**src/rtl/core/sample_voice_mixer_with_fade_defines.svh**
```systemverilog
// ----------------------------------------------------------------------------
// Sample voice mixer assertion macros
// Shared concurrent assertion shorthands. Synthesis sees empty bodies.
// ----------------------------------------------------------------------------
`ifndef SAMPLE_VOICE_MIXER_WITH_FADE_DEFINES_SVH
`define SAMPLE_VOICE_MIXER_WITH_FADE_DEFINES_SVH

`ifndef SYNTHESIS

// A condition that must hold at every clock edge out of reset.
`define SVM_ASSERT_NOW(lbl, clk, rst_n, expr, msg) \
  lbl: assert property (@(posedge clk) disable iff (!rst_n) (expr)) else $error(msg);

// A condition that must hold in the cycle after a trigger.
`define SVM_ASSERT_NEXT(lbl, clk, rst_n, ante, cons, msg) \
  lbl: assert property (@(posedge clk) disable iff (!rst_n) (ante) |=> (cons)) else $error(msg);

`else

`define SVM_ASSERT_NOW(lbl, clk, rst_n, expr, msg)
`define SVM_ASSERT_NEXT(lbl, clk, rst_n, ante, cons, msg)

`endif

`endif

```
**src/rtl/core/svm_pkg.sv**
```systemverilog
// ----------------------------------------------------------------------------
// Sample voice mixer package
// Opcodes, field widths, defaults and the controller/datapath interface types.
// ----------------------------------------------------------------------------
`default_nettype none

package svm_pkg;

  // Defaults for the top level parameters.
  localparam int DEF_VOICES       = 8;
  localparam int DEF_SAMPLE_WORDS = 16384;

  // Field widths.
  localparam int OP_W    = 3;
  localparam int VOICE_W = 3;
  localparam int ADDR_W  = 14;
  localparam int LEN_W   = 15;
  localparam int NOTE_W  = 7;
  localparam int WORD_W  = 16;
  localparam int IN_W    = 64;
  localparam int OUT_W   = 24;

  // Fixed widths of the command fields (large enough for the parameter ranges).
  localparam int VIDX_W = 6;
  localparam int STEP_W = 5;
  localparam int CNT_W  = 7;

  // Mix accumulator: up to 64 words of at most 2^15 magnitude.
  localparam int ACC_W = 24;

  // Opcodes.
  localparam logic [OP_W-1:0] OP_WRITE = 3'd0;
  localparam logic [OP_W-1:0] OP_START = 3'd1;
  localparam logic [OP_W-1:0] OP_STOP  = 3'd2;
  localparam logic [OP_W-1:0] OP_ALLOC = 3'd3;
  localparam logic [OP_W-1:0] OP_FIND  = 3'd4;
  localparam logic [OP_W-1:0] OP_MIX   = 3'd5;

  // Fade constants.
  localparam logic signed [3:0]  FADE_RELOAD = 4'sd4;
  localparam logic signed [3:0]  FADE_SAT    = -4'sd1;
  localparam logic signed [15:0] FADE_LIMIT  = 16'sd6;

  // Commands from the controller to the datapath.
  typedef struct packed {
    logic              load;
    logic              mod_step;
    logic              mem_write;
    logic              start;
    logic              use_v;
    logic              stop_chk;
    logic              stop_set;
    logic              proc;
    logic              acc;
    logic              scan;
    logic              scan_fin;
    logic              out_load;
    logic [VIDX_W-1:0] idx_a;
    logic [VIDX_W-1:0] idx_b;
    logic [STEP_W-1:0] step;
  } svm_cmd_t;

  // Status from the datapath to the controller.
  typedef struct packed {
    logic stop_fetch;
    logic out_free;
  } svm_status_t;

endpackage

`default_nettype wire

```
**src/rtl/core/svm_ctrl.sv**
```systemverilog
// ----------------------------------------------------------------------------
// Sample voice mixer controller
// Sequences each operation through address reduction, voice scans and mixing.
// ----------------------------------------------------------------------------
`default_nettype none

`include "sample_voice_mixer_with_fade_defines.svh"

module svm_ctrl import svm_pkg::*; #(
  parameter int VOICES    = DEF_VOICES,
  parameter int MOD_STEPS = 1
) (
  input  wire logic            clk,
  input  wire logic            rst_n,
  input  wire logic            in_tvalid,
  output logic                 in_tready,
  input  wire logic [OP_W-1:0] in_opcode,
  input  wire svm_status_t     status,
  output svm_cmd_t             cmd
);

  localparam logic [3:0] S_IDLE  = 4'd0;
  localparam logic [3:0] S_MOD   = 4'd1;
  localparam logic [3:0] S_WRITE = 4'd2;
  localparam logic [3:0] S_START = 4'd3;
  localparam logic [3:0] S_STOP0 = 4'd4;
  localparam logic [3:0] S_STOP1 = 4'd5;
  localparam logic [3:0] S_SCAN  = 4'd6;
  localparam logic [3:0] S_SCANF = 4'd7;
  localparam logic [3:0] S_MIX   = 4'd8;
  localparam logic [3:0] S_DONE  = 4'd9;

  logic [3:0]       state_r, state_nxt;
  logic [CNT_W-1:0] cnt_r, cnt_nxt;
  logic [OP_W-1:0]  op_r, op_nxt;

  // Next state and command decode.
  always_comb begin
    state_nxt = state_r;
    cnt_nxt   = cnt_r;
    op_nxt    = op_r;
    in_tready = 1'b0;
    cmd       = '0;
    unique case (state_r)
      S_IDLE: begin
        in_tready = 1'b1;
        if (in_tvalid) begin
          cmd.load = 1'b1;
          op_nxt   = in_opcode;
          cnt_nxt  = '0;
          priority case (in_opcode)
            OP_WRITE, OP_START: begin
              state_nxt = S_MOD;
              cnt_nxt   = CNT_W'(MOD_STEPS - 1);
            end
            OP_STOP:           state_nxt = S_STOP0;
            OP_ALLOC, OP_FIND: state_nxt = S_SCAN;
            OP_MIX:            state_nxt = S_MIX;
            default:           state_nxt = S_DONE;
          endcase
        end
      end
      S_MOD: begin
        cmd.mod_step = 1'b1;
        cmd.step     = STEP_W'(cnt_r);
        if (cnt_r == '0) begin
          state_nxt = (op_r == OP_WRITE) ? S_WRITE : S_START;
        end else begin
          cnt_nxt = cnt_r - 1'b1;
        end
      end
      S_WRITE: begin
        cmd.mem_write = 1'b1;
        state_nxt     = S_DONE;
      end
      S_START: begin
        cmd.start = 1'b1;
        state_nxt = S_DONE;
      end
      S_STOP0: begin
        cmd.use_v    = 1'b1;
        cmd.stop_chk = 1'b1;
        state_nxt    = status.stop_fetch ? S_STOP1 : S_DONE;
      end
      S_STOP1: begin
        cmd.use_v    = 1'b1;
        cmd.proc     = 1'b1;
        cmd.stop_set = 1'b1;
        state_nxt    = S_DONE;
      end
      S_SCAN: begin
        cmd.scan  = 1'b1;
        cmd.idx_a = VIDX_W'(cnt_r);
        if (cnt_r == CNT_W'(VOICES - 1)) begin
          state_nxt = S_SCANF;
        end else begin
          cnt_nxt = cnt_r + 1'b1;
        end
      end
      S_SCANF: begin
        cmd.scan_fin = 1'b1;
        state_nxt    = S_DONE;
      end
      S_MIX: begin
        // Read voice cnt, process voice cnt-1, accumulate voice cnt-2.
        cmd.idx_a = VIDX_W'(cnt_r);
        cmd.idx_b = VIDX_W'(cnt_r - 1'b1);
        cmd.proc  = (cnt_r != '0) && (cnt_r <= CNT_W'(VOICES));
        cmd.acc   = (cnt_r >= CNT_W'(2));
        if (cnt_r == CNT_W'(VOICES + 1)) begin
          state_nxt = S_DONE;
        end else begin
          cnt_nxt = cnt_r + 1'b1;
        end
      end
      S_DONE: begin
        if (status.out_free) begin
          cmd.out_load = 1'b1;
          state_nxt    = S_IDLE;
        end
      end
      default: state_nxt = S_IDLE;
    endcase
  end

  // State registers.
  always_ff @(posedge clk) begin
    if (!rst_n) begin
      state_r <= S_IDLE;
    end else begin
      state_r <= state_nxt;
    end
    cnt_r <= cnt_nxt;
    op_r  <= op_nxt;
  end

  `SVM_ASSERT_NEXT(a_accept_leaves_idle, clk, rst_n, in_tvalid && in_tready, state_r != S_IDLE, "accepted transfer left controller idle")
  `SVM_ASSERT_NEXT(a_done_waits, clk, rst_n, (state_r == S_DONE) && !status.out_free, state_r == S_DONE, "result dropped while output stalled")
  `SVM_ASSERT_NEXT(a_load_to_idle, clk, rst_n, cmd.out_load, state_r == S_IDLE, "controller not idle after result load")
  `SVM_ASSERT_NOW(a_one_action, clk, rst_n, $onehot0({cmd.mem_write, cmd.start, cmd.scan, cmd.out_load, cmd.mod_step}), "conflicting commands")

endmodule

`default_nettype wire

```
**config.mk**
```make
export PLATFORM = sky130hd
export DESIGN_NAME = svm_ctrl
export DESIGN_NICKNAME = d
export VERILOG_FILES = /design/src/rtl/core/svm_pkg.sv /design/src/rtl/core/svm_ctrl.sv
export VERILOG_INCLUDE_DIRS = /design/src /design/src/rtl/core
export SDC_FILE = /design/constraint.sdc
export NUM_CORES = 1
export LEC_CHECK = 0
export BUFFER_PORTS_ARGS = -buffer_cell sky130_fd_sc_hd__buf_2
export CORE_MARGIN = 2
export CORE_UTILIZATION = 35
export CTS_BUF_LIST = sky130_fd_sc_hd__clkbuf_4
export DETAILED_ROUTE_END_ITERATION = 7
export GPL_ROUTABILITY_DRIVEN = 1
export HOLD_SLACK_MARGIN = 0.02
export PLACE_DENSITY = 0.65
export SYNTH_ARGS = -nofsm -noshare
export SYNTH_HDL_FRONTEND = slang
export SYNTH_SLANG_ARGS = --single-unit
```
**constraint.sdc**
```tcl
create_clock -name clk -period 2.15 [get_ports clk]
set_input_delay 0.43 -clock clk [delete_from_list [all_inputs] [get_ports clk]]
set_output_delay 0.43 -clock clk [all_outputs]
set_load 0.05 [all_outputs]
```
### Word level (Yosys, flattened, before mapping)

Index checks and enable logic that the tools add are counted.

* flip-flop bits (word level): 14
* input bits: 8
* word-level logic and storage cells: 78

* add/sub/neg operators: 2
* order comparisons: 2
* equality and inequality tests: 24
* muxes and demuxes: 32
* reductions and logical operators: 15

Operator list (number)
* $mux 7: 4
* $pmux 4 s7: 1
* $pmux 7 s4: 1
* $mux 4: 6
* $eq 4x3->1 const B: 4
* $ne 2x2->1 const B: 8
* $pmux 4 s4: 1
* $mux 1: 15
* $mux 6: 2
* $reduce_and 5->1: 2
* $eq 4x2->1 const B: 2
* $eq 4x4->1 const B: 2
* $reduce_or 2->1: 4
* $add 7x1->7 const B: 1
* $eq 7x3->1 const B: 1
* $eq 7x4->1 const B: 1
* $ge 7x2->1 const B: 1
* $le 7x4->1 const B: 1
* $logic_not 7->1: 1
* $reduce_bool 7->1: 1
* $sub 7x1->7 const B: 1
* $eq 3x2->1 const B: 2
* $eq 3x3->1 const B: 2
* $logic_not 3->1: 2
* other kinds (9): 9

### Depth between registers and ports, before layout

* word-level depth: 5
* mapped depth: 8
* gate-level depth less buffers: 7

### Least setup slack after synthesis

No wires, ideal clock.

* kind: register to register
* start: reg state_r[2]
* end: reg cnt_r[0], enable pin
* arrival: 3.061 ns
* data required time: 1.777 ns
* setup slack: -1.284 ns
* stages on the path, launching flop included: 6
* period minus slack after synthesis: 3.434 ns
* cells stage by stage: dfxtp_1 buf_2 nor4bb_1 o22ai_1 a21o_1 a21oi_1

* cells in the longest elaborated chain, start to end: 3
* elaborated cells on any way between the ends: 10
* classes of those cells: eq/ne (7); reduce/logical (3)

Ends and longest elaborated chain
* from (decl): RTL line svm_ctrl.sv:33 `logic [3:0] state_r, state_nxt;`
* from (signal assigned): RTL line svm_ctrl.sv:131 `state_r <= state_nxt;`
* $eq 4x4->1 (tied with other cells): RTL line svm_ctrl.sv:44 `unique case (state_r)`
* $reduce_bool 4->1 (no line) / $ne 2x2->1 (equally long branches)
* $reduce_and 5->1 (no line) *
* to (signal assigned): RTL line svm_ctrl.sv:133 `cnt_r <= cnt_nxt;`
* to (decl): RTL line svm_ctrl.sv:34 `logic [CNT_W-1:0] cnt_r, cnt_nxt;`

Every way passes the cells marked *; elsewhere a longest branch is shown, timed or not.
A chain may end at the register's enable or synchronous reset.

==> results <==
- The flow ran to the end, and the final reports show no timing, DRC or antenna violations.
- The area of the multi-input gates is 864.6 µm².
- Each instance of the synthesized netlist takes up on average 7.806 µm².
- The clock passes through at most 2 buffers.
- Setup violations remaining at the end of the flow were counted as 0.
- After routing the design area is roughly 0.0018 mm².
- Row generation in the floorplan step produced 21 rows.
- The floorplan step defined a core boundary enclosing 0.003363 mm².
- The time the worst path needs with I/O delays and setup is 2.131 ns.
- After detailed routing, the number of vias per cell comes to a little over 5.
- Setup repair after global routing could not meet its margin everywhere.
- The distinct cell type count of the synthesized netlist is 48.
- The mapped cell area is 0.001241 mm².
- Ranked by total cell area, the synthesized netlist is headed by edfxtp_1, nor2_1, dfxtp_1.
- The commonest cells after synthesis are nor2_1, nand2_1, and2_1, edfxtp_1, o21ai_0.
- The first detailed-routing pass took 4 iterations.
- The synthesized design contains 10 enable-type register cells.
- The synthesis-stage register bit count is 14.
- The count of filler cells inserted in the layout is 344.
- The maximum frequency from static timing analysis is approximately 0.47 GHz.
- For this run the aggregate overflow at the end of global routing stands at 0.
- In this run the remaining antenna-violating nets after routing total 0.
- The effective utilization at floorplan is 36.90%.
- CTS saw 14 sinks.
- Measured along the y axis, the die boundary spans 63.55 µm.
- After clock tree synthesis, the clock-pin slew on the worst setup and hold paths is roughly 0.090 ns.
- At the end of routability-driven placement, the weighted congestion stood at 0.8220.
- The final antenna diode count is 0.
- The data arrival time of the critical path is approximately 1.7 ns.
- The power density over the cells is 1524 mW/mm².
- The startpoint kind of the worst setup timing path is a flop.
- In the synthesized netlist the dominant register cell turns out to be edfxtp_1.
- The die footprint is 0.004039 mm².
- The total wire length after detailed routing is approximately 3500 µm.
- TritonCTS built the clock tree.
- The completed layout was analyzed and its total power is 0.002743 W.
- The number of buffer cells added on primary ports is 37.
- The area of all sequential standard cells is 382.9 µm².
- The beginning of the worst register-to-register path is cnt_r[4].
- The analysis attributes to cell leakage a power of 0.8101 nW.
- The library cell occupying the most area in the post-synthesis netlist is edfxtp_1.
- The placed instances occupy a cell area of 0.001624 mm².
- The tool flagged a number of max-cap violations equal to 0.
- The detailed placer's ending HPWL is 2565 µm.
- The worst setup path startpoint is cnt_r[0].
- The final hold violation count came to 0.
- Of all flip-flops after synthesis, the portion carrying an async set or reset was 0%.
- The initial DRC count is between 90 and 100.
- For this run, design rule violations remaining after detail routing come to 0.
- The setup check on the worst reg-to-reg path leaves a slack of approximately 0.23 ns.
- The worst ir drop on vdd is between 0.7 and 0.8 mV.
- The initial antenna violation count was 0.
- The worst-path maximum fanout is 4.
- The H-tree depth is 1.
- The post-route fraction of the period consumed by the critical path is a little under 100%.
- The top cell type by area accounts for 24.19% of the synthesized area.
- Entering global routing, the biggest net connects 13 pins.
- The first global-routing pass estimated between 5000 and 6000 µm of wire.
- At the later pin of the worst-skew pair, clock insertion delay measures 0.28 ns.
- The number of primary I/O pins is 38.
- Across every metal layer, demand over resource in global routing totals 17.02%.
- The total of warnings raised by yosys is 0.
- The number of buffers created by CTS is 3.
- The ratio of cells with drive above 1 in the final layout is 44.44%.
- The synthesis-to-layout area growth is 45.06%.
- The tightest slew margin relative to the limit is a little under 80%.
- The number of nets in the synthesized netlist is 171.
- The worst clock skew on the final layout is 0.006401 ns.
- The final critical-path setup slack is between 0.015 and 0.02 ns.
- The pin slew with the least headroom to its limit is 0.3169 ns.
- The routed layout has 1,349 vias.
- Sequential elements use 30.65% of the synthesized area.
- In the final routed layout, each cell accounts on average for between 10 and 15 µm.
- The final max-slew violation count is 0.
- The number of cells on the worst reg-to-reg path is 5.
- In this run the clock root is driven by a clkbuf_4.
- Prior to clock tree synthesis, the placed netlist has a worst setup slack of ~0.16 ns.
- The floorplan step set the die width to 63.55 µm.
- In this run the worst hold path is classified as in -> reg.
- The endpoint identified for the worst register-to-register timing path is state_r[0].
- The end point of the critical path is cmd[21].
- The number of standard cells in the layout, taps in and fillers out is 262.
- The final layout contains 229 nets.
- STA classifies the critical path endpoint as an output pin.
- The dominant cell by count in the synthesized netlist is nor2_1.
- The critical path in this run is classified as reg -> out.
- The number of standard cells after synthesis is 159.
- After detailed placement, the design holds a cell count of roughly 250.
- For the worst setup path, the data required time is 1.72 ns.
- The via count of the first global-routing pass is 1,222.
## how the worst min path moves through the flow
stage | from | endpoint | slack [ns] | cells after the start
after CTS | in_opcode[0] | op_r[0] | 0.36 | 1
final | in_opcode[0] | op_r[0] | 0.38 | 1
after floorplan | in_opcode[0] | op_r[0] | 0.53 | 0
after global routing | in_opcode[0] | op_r[0] | 0.37 | 1
after global placement | state_r[0] | state_r[0] | 0.55 | 2
after detailed placement | state_r[0] | state_r[0] | 0.58 | 2
## state kept, by name, indices dropped and copies added, names as in the netlist
signal and flops:
state_r 4, op_r 3, cnt_r 7
## final cells by class
cell class / instances / share of cell area [%]
Multi-Input combinational cell: 130 / 48.02
Clock buffer: 4 / 1.668
Tap cell: 46 / 3.197
Timing Repair Buffer: 62 / 24.53
Inverter: 6 / 1.320
Sequential cell: 14 / 21.26
## through the flow
| stage | utilization [%] | hold WS (ns) | TNS, ns |
|---|---|---|---|
| floorplan | - | 0.5289 | -0.07106 |
| global placement | 48.29 | 0.5498 | 0 |
| detailed placement | 48.29 | 0.5761 | 0 |
| CTS | 51.49 | 0.3614 | -0.001500 |
| global route | 53.53 | 0.3716 | -0.1498 |
| finish | 53.53 | 0.3754 | 0 |
## kinds of logic after synthesis
family	Yosys count	share of synthesized area [%]
and+or+nand+nor	84	34.88
AOI/OAI and AO/OA	33	18.55
buffers and inverters	15	5.342
DFF	14	30.65
xor gates and xnor gates	7	4.940
adders and majority gates	4	4.032
muxes	2	1.613
## per-layer routing
metal / routed length [µm] / global-route usage, % / vias up
met5: 0 / 0 / -
met4: 12 / 4.620 / 0
met3: 188 / 1.786 / 2
met2: 1757 / 30.53 / 44
met1: 1511 / 21.48 / 627
li1: - / - / 676
## report_power, final
| part | internal (W) | switching [W] |
|---|---|---|
| sequential | 0.000455 | 0.0000838 |
| clock | 0.0000845 | 0.0000836 |
| combinational | 0.000762 | 0.00127 |
## critical path, cell delays in order (launching register included)
cell      delay, ns
edfxtp_1       0.41
inv_2          0.11
ha_1           0.17
nand2b_1       0.09
xnor2_1        0.15
nor3_1         0.06
or2_2          0.28
buf_6          0.16
## what timing repair did
item	in CTS	in global routing
hold buffers	0	0
pin swaps	2	2
buffers inserted	4	2
resized for setup	18	18
gates cloned	0	0
endpoints found under the hold margin	0	0
setup endpoints to repair	13	19
## cell usage in the layout, fill, tap and decap left out, types with 4 or more instances in the layout
master    Yosys  final
a21oi_1       6      5
and2_1       10      5
and2_2        1      5
and3_1        4      4
buf_2         2     23
buf_4         0     28
buf_6         1      9
clkbuf_4      0      6
edfxtp_1     10     10
ha_1          4      4
nand2_1      20     19
nor2_1       24     21
o21ai_0       9      9
xnor2_1       4      4
Note: power is estimated with default switching activity, not from simulation.
